File: src/kefd_pkg.sv
// Shared types, codes and the special key translation for the keyboard event FIFO device.
package kefd_pkg;

   typedef enum logic [2:0] {
      FUNC_KEY     = 3'd0,
      FUNC_TICK    = 3'd1,
      FUNC_CLEAR   = 3'd2,
      FUNC_GET     = 3'd3,
      FUNC_QUERY   = 3'd4,
      FUNC_SET_MSG = 3'd5
   } func_type;

   localparam int KEY_BITS  = 146;
   localparam int KEY_IDX_W = $clog2(KEY_BITS);

   localparam logic [8:0] ASCII_LO = 9'h020;
   localparam logic [8:0] ASCII_HI = 9'h07F;

   localparam logic [8:0] SYM_BACKSPACE = 9'd8;
   localparam logic [8:0] SYM_RETURN    = 9'd13;
   localparam logic [8:0] SYM_DELETE    = 9'd127;
   localparam logic [8:0] SYM_UP        = 9'd273;
   localparam logic [8:0] SYM_DOWN      = 9'd274;
   localparam logic [8:0] SYM_RIGHT     = 9'd275;
   localparam logic [8:0] SYM_LEFT      = 9'd276;
   localparam logic [8:0] SYM_INSERT    = 9'd277;
   localparam logic [8:0] SYM_RSHIFT    = 9'd303;
   localparam logic [8:0] SYM_LSHIFT    = 9'd304;
   localparam logic [8:0] SYM_RCTRL     = 9'd305;
   localparam logic [8:0] SYM_LCTRL     = 9'd306;

   localparam logic [7:0] CODE_NONE      = 8'h00;
   localparam logic [7:0] CODE_BACKSPACE = 8'h10;
   localparam logic [7:0] CODE_RETURN    = 8'h11;
   localparam logic [7:0] CODE_INSERT    = 8'h12;
   localparam logic [7:0] CODE_DELETE    = 8'h13;
   localparam logic [7:0] CODE_UP        = 8'h80;
   localparam logic [7:0] CODE_DOWN      = 8'h81;
   localparam logic [7:0] CODE_LEFT      = 8'h82;
   localparam logic [7:0] CODE_RIGHT     = 8'h84;
   localparam logic [7:0] CODE_SHIFT     = 8'h90;
   localparam logic [7:0] CODE_CTRL      = 8'h91;

   typedef struct packed {
      logic [2:0]  func;
      logic [8:0]  keysym;
      logic        key_down;
      logic [15:0] reg_b;
   } req_type;

   typedef struct packed {
      logic [15:0] c_value;
      logic        irq;
      logic [15:0] irq_message;
      logic        dropped;
   } rsp_type;

   typedef struct packed {
      logic push;
      logic pop;
      logic clear;
   } fifo_ctl_type;

   function automatic logic [7:0] map_special(input logic [8:0] sym);
      logic [7:0] code;
      unique case (sym)
         SYM_BACKSPACE: code = CODE_BACKSPACE;
         SYM_RETURN:    code = CODE_RETURN;
         SYM_INSERT:    code = CODE_INSERT;
         SYM_DELETE:    code = CODE_DELETE;
         SYM_UP:        code = CODE_UP;
         SYM_DOWN:      code = CODE_DOWN;
         SYM_LEFT:      code = CODE_LEFT;
         SYM_RIGHT:     code = CODE_RIGHT;
         SYM_RSHIFT:    code = CODE_SHIFT;
         SYM_LSHIFT:    code = CODE_SHIFT;
         SYM_RCTRL:     code = CODE_CTRL;
         SYM_LCTRL:     code = CODE_CTRL;
         default:       code = CODE_NONE;
      endcase
      return code;
   endfunction

endpackage

File: src/kefd_event_fifo.sv
// Key code FIFO: storage array, pointers, fill count and registered read data.
module kefd_event_fifo #(
   parameter int FIFO_DEPTH = 16
) (
   input  logic                            clock,
   input  logic                            reset,
   input  kefd_pkg::fifo_ctl_type          ctl,
   input  logic [7:0]                      push_code,
   output logic [$clog2(FIFO_DEPTH+1)-1:0] count,
   output logic [7:0]                      rd_code
);

   localparam int PtrW = $clog2(FIFO_DEPTH);
   localparam int CntW = $clog2(FIFO_DEPTH + 1);
   localparam logic [PtrW-1:0] LastPtr = PtrW'(FIFO_DEPTH - 1);

   logic [7:0]      mem_ff [FIFO_DEPTH];
   logic [7:0]      rd_code_ff;
   logic [PtrW-1:0] wr_ptr_ff, wr_ptr_in;
   logic [PtrW-1:0] rd_ptr_ff, rd_ptr_in;
   logic [CntW-1:0] count_ff, count_in;

   always_comb begin
      wr_ptr_in = wr_ptr_ff;
      rd_ptr_in = rd_ptr_ff;
      count_in  = count_ff;
      priority if (ctl.clear) begin
         wr_ptr_in = '0;
         rd_ptr_in = '0;
         count_in  = '0;
      end else if (ctl.push) begin
         wr_ptr_in = (wr_ptr_ff == LastPtr) ? '0 : wr_ptr_ff + PtrW'(1);
         count_in  = count_ff + CntW'(1);
      end else if (ctl.pop) begin
         rd_ptr_in = (rd_ptr_ff == LastPtr) ? '0 : rd_ptr_ff + PtrW'(1);
         count_in  = count_ff - CntW'(1);
      end
   end

   always_ff @(posedge clock) begin
      if (reset) begin
         wr_ptr_ff <= '0;
         rd_ptr_ff <= '0;
         count_ff  <= '0;
      end else begin
         wr_ptr_ff <= wr_ptr_in;
         rd_ptr_ff <= rd_ptr_in;
         count_ff  <= count_in;
      end
   end

   always_ff @(posedge clock) begin
      if (ctl.push) begin
         mem_ff[wr_ptr_ff] <= push_code;
      end
      if (ctl.pop) begin
         rd_code_ff <= mem_ff[rd_ptr_ff];
      end
   end

   assign count   = count_ff;
   assign rd_code = rd_code_ff;

endmodule

File: src/keyboard_event_fifo_device.sv
// Keyboard event FIFO device top level: request decode, key state, tick interrupt and result.
//
// Takes one request beat per clock and returns exactly one result beat for each, through an
// input register and then a result register; a stalled result holds the pipeline and drops
// req_ready once the input register is full. Key events push translated codes into a
// FIFO_DEPTH x 8 bit array with one write and one read port, a pop taking the code into a read
// register that feeds the result. Pressed state lives in 146 flip-flops cleared by reset, so
// the block is ready as soon as reset is released; queries beyond them return 0. A tick raises
// irq with the stored message when the FIFO holds more codes than at the previous tick, and a
// zero message keeps interrupts disabled.
module keyboard_event_fifo_device #(
   parameter int FIFO_DEPTH = 16
) (
   input  logic              clock,
   input  logic              reset,
   input  logic              req_valid,
   output logic              req_ready,
   input  kefd_pkg::req_type req_payload,
   output logic              rsp_valid,
   input  logic              rsp_ready,
   output kefd_pkg::rsp_type rsp_payload
);

   localparam int CntW = $clog2(FIFO_DEPTH + 1);
   localparam logic [CntW-1:0] FullCount = CntW'(FIFO_DEPTH);

   kefd_pkg::req_type       req_ff;
   logic                    req_valid_ff;
   logic                    rsp_valid_ff;
   logic [15:0]             c_ff, c_in;
   logic                    irq_ff, irq_in;
   logic [15:0]             irq_msg_ff, irq_msg_in;
   logic                    drop_ff, drop_in;
   logic                    pop_sel_ff;
   logic [15:0]             int_msg_ff, int_msg_in;
   logic [CntW-1:0]         last_count_ff, last_count_in;
   logic [kefd_pkg::KEY_BITS-1:0] key_bits_ff, key_bits_in;

   logic                    advance;
   logic                    is_ascii;
   logic [7:0]              code;
   logic                    fifo_full;
   logic [CntW-1:0]         fifo_count;
   logic [7:0]              fifo_rd_code;
   kefd_pkg::fifo_ctl_type  fifo_ctl;

   assign advance   = req_valid_ff && (!rsp_valid_ff || rsp_ready);
   assign req_ready = !req_valid_ff || advance;

   always_ff @(posedge clock) begin
      if (reset) begin
         req_valid_ff <= 1'b0;
      end else if (req_ready) begin
         req_valid_ff <= req_valid;
      end
   end

   always_ff @(posedge clock) begin
      if (req_valid && req_ready) begin
         req_ff <= req_payload;
      end
   end

   assign is_ascii  = (req_ff.keysym >= kefd_pkg::ASCII_LO) &&
                      (req_ff.keysym <= kefd_pkg::ASCII_HI);
   assign code      = (is_ascii && req_ff.key_down) ? req_ff.keysym[7:0]
                                                    : kefd_pkg::map_special(req_ff.keysym);
   assign fifo_full = (fifo_count == FullCount);

   always_comb begin
      fifo_ctl      = '0;
      c_in          = '0;
      irq_in        = 1'b0;
      irq_msg_in    = '0;
      drop_in       = 1'b0;
      int_msg_in    = int_msg_ff;
      last_count_in = last_count_ff;
      key_bits_in   = key_bits_ff;
      unique case (req_ff.func)
         kefd_pkg::FUNC_KEY: begin
            if (is_ascii && !req_ff.key_down) begin
               key_bits_in[req_ff.keysym[kefd_pkg::KEY_IDX_W-1:0]] = 1'b0;
            end
            if (code != kefd_pkg::CODE_NONE) begin
               if (fifo_full) begin
                  drop_in = 1'b1;
               end else begin
                  fifo_ctl.push = advance;
                  key_bits_in[code[kefd_pkg::KEY_IDX_W-1:0]] = req_ff.key_down;
               end
            end
         end
         kefd_pkg::FUNC_TICK: begin
            if ((int_msg_ff != 16'h0000) && (fifo_count > last_count_ff)) begin
               irq_in     = 1'b1;
               irq_msg_in = int_msg_ff;
            end
            last_count_in = fifo_count;
         end
         kefd_pkg::FUNC_CLEAR: begin
            fifo_ctl.clear = advance;
         end
         kefd_pkg::FUNC_GET: begin
            fifo_ctl.pop = advance && (fifo_count != '0);
         end
         kefd_pkg::FUNC_QUERY: begin
            if (req_ff.reg_b < 16'(kefd_pkg::KEY_BITS)) begin
               c_in = {15'h0000, key_bits_ff[req_ff.reg_b[kefd_pkg::KEY_IDX_W-1:0]]};
            end
         end
         kefd_pkg::FUNC_SET_MSG: begin
            int_msg_in = req_ff.reg_b;
         end
         default: begin
         end
      endcase
   end

   always_ff @(posedge clock) begin
      if (reset) begin
         rsp_valid_ff  <= 1'b0;
         int_msg_ff    <= '0;
         last_count_ff <= '0;
         key_bits_ff   <= '0;
      end else begin
         if (advance) begin
            rsp_valid_ff  <= 1'b1;
            int_msg_ff    <= int_msg_in;
            last_count_ff <= last_count_in;
            key_bits_ff   <= key_bits_in;
         end else if (rsp_ready) begin
            rsp_valid_ff <= 1'b0;
         end
      end
   end

   always_ff @(posedge clock) begin
      if (advance) begin
         c_ff       <= c_in;
         irq_ff     <= irq_in;
         irq_msg_ff <= irq_msg_in;
         drop_ff    <= drop_in;
         pop_sel_ff <= fifo_ctl.pop;
      end
   end

   kefd_event_fifo #(
      .FIFO_DEPTH(FIFO_DEPTH)
   ) u_event_fifo (
      .clock    (clock),
      .reset    (reset),
      .ctl      (fifo_ctl),
      .push_code(code),
      .count    (fifo_count),
      .rd_code  (fifo_rd_code)
   );

   assign rsp_valid = rsp_valid_ff;

   always_comb begin
      rsp_payload.c_value     = pop_sel_ff ? {8'h00, fifo_rd_code} : c_ff;
      rsp_payload.irq         = irq_ff;
      rsp_payload.irq_message = irq_msg_ff;
      rsp_payload.dropped     = drop_ff;
   end

`ifndef SYNTHESIS
   a_count_bounded: assert property (@(posedge clock) disable iff (reset)
      fifo_count <= FullCount)
      else $error("fifo count beyond depth");

   a_pop_not_empty: assert property (@(posedge clock) disable iff (reset)
      fifo_ctl.pop |-> fifo_count != '0)
      else $error("pop on empty fifo");

   a_drop_when_full: assert property (@(posedge clock) disable iff (reset)
      advance && drop_in |-> fifo_full && !fifo_ctl.push)
      else $error("drop without full fifo");

   a_irq_has_message: assert property (@(posedge clock) disable iff (reset)
      rsp_valid_ff && irq_ff |-> irq_msg_ff != 16'h0000)
      else $error("irq with zero message");

   a_stall_only_on_rsp: assert property (@(posedge clock) disable iff (reset)
      !req_ready |-> rsp_valid_ff && !rsp_ready)
      else $error("request stalled without result backpressure");
`endif

endmodule
File: config.mk
export PLATFORM = sky130hd
export DESIGN_NAME = keyboard_event_fifo_device
export DESIGN_NICKNAME = d
export VERILOG_FILES = /design/src/kefd_pkg.sv /design/src/kefd_event_fifo.sv /design/src/keyboard_event_fifo_device.sv
export SDC_FILE = /design/constraint.sdc
export NUM_CORES = 1
export LEC_CHECK = 0
export ABC_CLOCK_PERIOD_IN_PS = 3500
export BUFFER_PORTS_ARGS = -buffer_cell sky130_fd_sc_hd__clkbuf_2
export CELL_PAD_IN_SITES_DETAIL_PLACEMENT = 0
export CELL_PAD_IN_SITES_GLOBAL_PLACEMENT = 2
export CORE_MARGIN = 2
export CORE_UTILIZATION = 43
export DETAILED_ROUTE_END_ITERATION = 10
export HOLD_SLACK_MARGIN = 0.02
export PLACE_DENSITY = 0.8
export RECOVER_POWER = 25
export SLEW_MARGIN = 20
export SYNTH_ARGS = -nofsm -noshare
export SYNTH_HDL_FRONTEND = slang
export SYNTH_SLANG_ARGS = --single-unit
File: constraint.sdc
create_clock -name clock -period 3.5 [get_ports clock]
set_input_delay 0.175 -clock clock [delete_from_list [all_inputs] [get_ports clock]]
set_output_delay 0.175 -clock clock [all_outputs]
set_load 0.01 [all_outputs]
==> flow_summary.yaml <==
run_status:
  status: "complete, but fails checks"
  violations: "max-capacitance violations, max-slew violations"
timing:
  timing.final.crit_share_pct: 90.47
  rsz0062_at_grt: "false"
  period_minus_slack_ns: 3.166
  worst_pin_slew_ns: 2.626
  worst_hold_slack_ns: 0.3219
  setup_violations: 0
  tns_ns: 0
  fmaxAchievable_mhz: 315.8
  slew_viol_final: 141
  slew-limit-headroom_pct: -75.07
  hold_violations: 0
  clock_skew_ns: 0.01915
  fin_ws_ns: 0.3335
critical_path:
  worst_path_max_delay_cell: "nor2b_1"
  required_ns: 3.68
  worstSetupPathType: "reg2reg"
  arrival_ns: 3.35
  path_buf_inv: 1
  max_stage_delay_ns: 0.67
  critPathTopFamily: "simple AND/OR/NAND/NOR gates"
  cp_max_fo: 20
  cp-start-kind: "flop"
  cp-end-kind: "flop"
  crit_chain: "or3b_1, o22ai_1, a22oi_2, inv_1, o211ai_4, nor2b_1"
pwr:
  peakVddDrop_mv: 0.3591
  powerDensity_nw_per_um2: 502.0
  power_mw: 9.275
  p_leak_nw: 6.013
yosys:
  seq_area_frac_synth_pct: 57.35
  ys_ff_latch: 367
  postSynthCellCount: 1311
  synth_top_area_share_pct: 34.64
  ys.flop_type: "edfxtp_1"
  synth_edf_count: 185
  avgSynthCellArea_um2: 12.23
  yosysUniqueCellTypes: 87
  yosysTopAreaCell: "edfxtp_1"
  yosysWarnings: 0
  synth_area_leaders: "edfxtp_1, dfxtp_1, mux4_2, a21oi_1, o21ai_0"
  netlist_area_um2: 16040
  synthArstFlopShare_pct: 0
run:
  drv_cap: 2
clocking:
  clk_latency_ns: 0.57
  cts_buffers: 41
  ctsHoldBuffers: 31
  clock_path_buffers: 3
  postCtsSetupRepairBufs: 0
  h-tree-depth: 2
  clk_pin_slew_ns: 0.06
  cts-resized-gates: 0
  clockRootBuffer: "clkbuf_16"
  cts_tree: "done"
  clock-sinks: 367
global_route:
  grt_max_degree: 124
  grt_pass1_vias: 10537
  grt-ovfl-total: 0
  antenna_found_initial: 0
  grt_use_total_pct: 21.87
  grt_pass1_wl_um: 64560
final_layout:
  n_antenna_cell: 0
  fin_util_pct: 50.35
  nets: 1458
  fin_area_um2: 18480
  drive_gt1_share_pct: 17.75
  finalNonFillerCells: 1910
  area_growth_pct: 15.20
hold_path:
  hold_class: "in2reg"
placement:
  io_buffers: 60
  place_inst: 1804
  dpl_cell_area_um2: 16870
  place_ws_ns: 0.3884
  gp_congestion: 0.8338
  dpl.hpwl_um: 27510
floorplan:
  core_area_um2: 36700
  row_count: 70
  start_util_pct: 43.71
  num_io_pins: 69
  die_h_um: 197.1
  die_x_um: 197.1
  die-area_um2: 38860
drt:
  drt-initial-drc-count: 649
  top_layer: "met4"
  first_pass_iters: 7
  drtAntennaViolNets: 0
  wl_met2_um: 18970
  wl_met1_um: 20030
  via_per_inst: 5.626
  wirelength_um: 41710
  wl_met3_um: 1905
  vias: 10745
  drc: 0
  wl_per_cell_um: 21.84
## cell usage in the layout, fill, tap and decap left out, types with 8 or more instances in the layout
| cell type | count |
|---|---|
| a21oi_1 | 129 |
| and2_1 | 26 |
| and3_1 | 14 |
| buf_4 | 40 |
| clkbuf_1 | 45 |
| clkbuf_16 | 43 |
| clkbuf_2 | 30 |
| clkbuf_8 | 8 |
| conb_1 | 8 |
| dfxtp_1 | 181 |
| dlygate4sd3_1 | 31 |
| edfxtp_1 | 185 |
| ha_1 | 14 |
| inv_1 | 19 |
| mux2i_1 | 20 |
| mux4_2 | 76 |
| nand2_1 | 123 |
| nand2b_1 | 18 |
| nand3_1 | 69 |
| nand4_1 | 10 |
| nor2_1 | 45 |
| nor2b_1 | 52 |
| nor3_1 | 18 |
| o21ai_0 | 104 |
## synthesized netlist by cell type (14+ instances only)
| master | instances |
|---|---|
| edfxtp_1 | 185 |
| dfxtp_1 | 182 |
| a21oi_1 | 129 |
| nand2_1 | 123 |
| o21ai_0 | 104 |
| mux4_2 | 76 |
| nand3_1 | 69 |
| nor2b_1 | 52 |
| nor2_1 | 45 |
| clkbuf_1 | 43 |
| and2_1 | 31 |
| mux2i_1 | 20 |
| buf_4 | 19 |
| inv_1 | 18 |
| nand2b_1 | 18 |
| nor3_1 | 18 |
| and3_1 | 14 |
| buf_2 | 14 |
| ha_1 | 14 |
## metal layers
layer / GRT usage [%] / vias up
met3: 3.346 / 53
met5: 0 / -
li1: - / 5074
met4: 6.433 / 0
met1: 32.13 / 5352
met2: 33.66 / 266
## layout make-up
type / instances / area (um^2)
clock buffer: 64 / 1239
sequential: 367 / 9200
timing repair buffer: 136 / 924.6
fill: 3215 / 18220
tap: 468 / 585.6
clock inverter: 11 / 136.4
multi-input combinational: 843 / 6314
inverter: 21 / 78.83
## worst register-to-register path: stages, from the launching register on
cell,delay (ns)
edfxtp_1,0.54
or3b_1,0.40
o22ai_1,0.25
a22oi_2,0.18
inv_1,0.57
o211ai_4,0.19
nor2b_1,0.67
## kinds of logic after synthesis
family / Yosys count / share of synthesized area, %
AO/OA/AOI/OAI: 280 / 10.49
XOR/XNOR: 5 / 0.2731
adder cells (fa/ha/maj): 15 / 1.217
buffers and inverters: 108 / 3.456
flip-flops: 367 / 57.35
multiplexers: 100 / 12.27
other: 1 / 0.02338
AND/OR/NAND/NOR: 435 / 14.92
## report_power, final
group | total (mW) | switching [mW] | internal (mW)
clock network | 4.34 | 1.75 | 2.59
logic | 0.363 | 0.238 | 0.125
registers | 4.57 | 0.0392 | 4.53
## state kept, by name (all words and copies together), names as in the netlist
name / flops
u_event_fifo.count: 5
irq_msg_ff: 16
u_event_fifo.rd_code: 8
c_ff: 1
key_bits_ff: 146
rsp_valid: 1
req_ff: 29
u_event_fifo.rd_ptr_ff: 4
u_event_fifo.mem_ff: 128
u_event_fifo.wr_ptr_ff: 4
drop_ff: 1
pop_sel_ff: 1
irq_ff: 1
int_msg_ff: 16
req_valid_ff: 1
last_count_ff: 5
## final timing paths
path                   start                         end  slack (ns)  depth (start not counted)
max reg2reg       req_ff[19]  u_event_fifo.mem_ff[11][6]        0.33                          6
min           req_payload[6]                   req_ff[6]        0.32                          2
min reg2reg  key_bits_ff[19]             key_bits_ff[19]        0.45                          2
max               req_ff[19]  u_event_fifo.mem_ff[11][6]        0.33                          6
No activity file was read; power rests on OpenSTA's default activity.
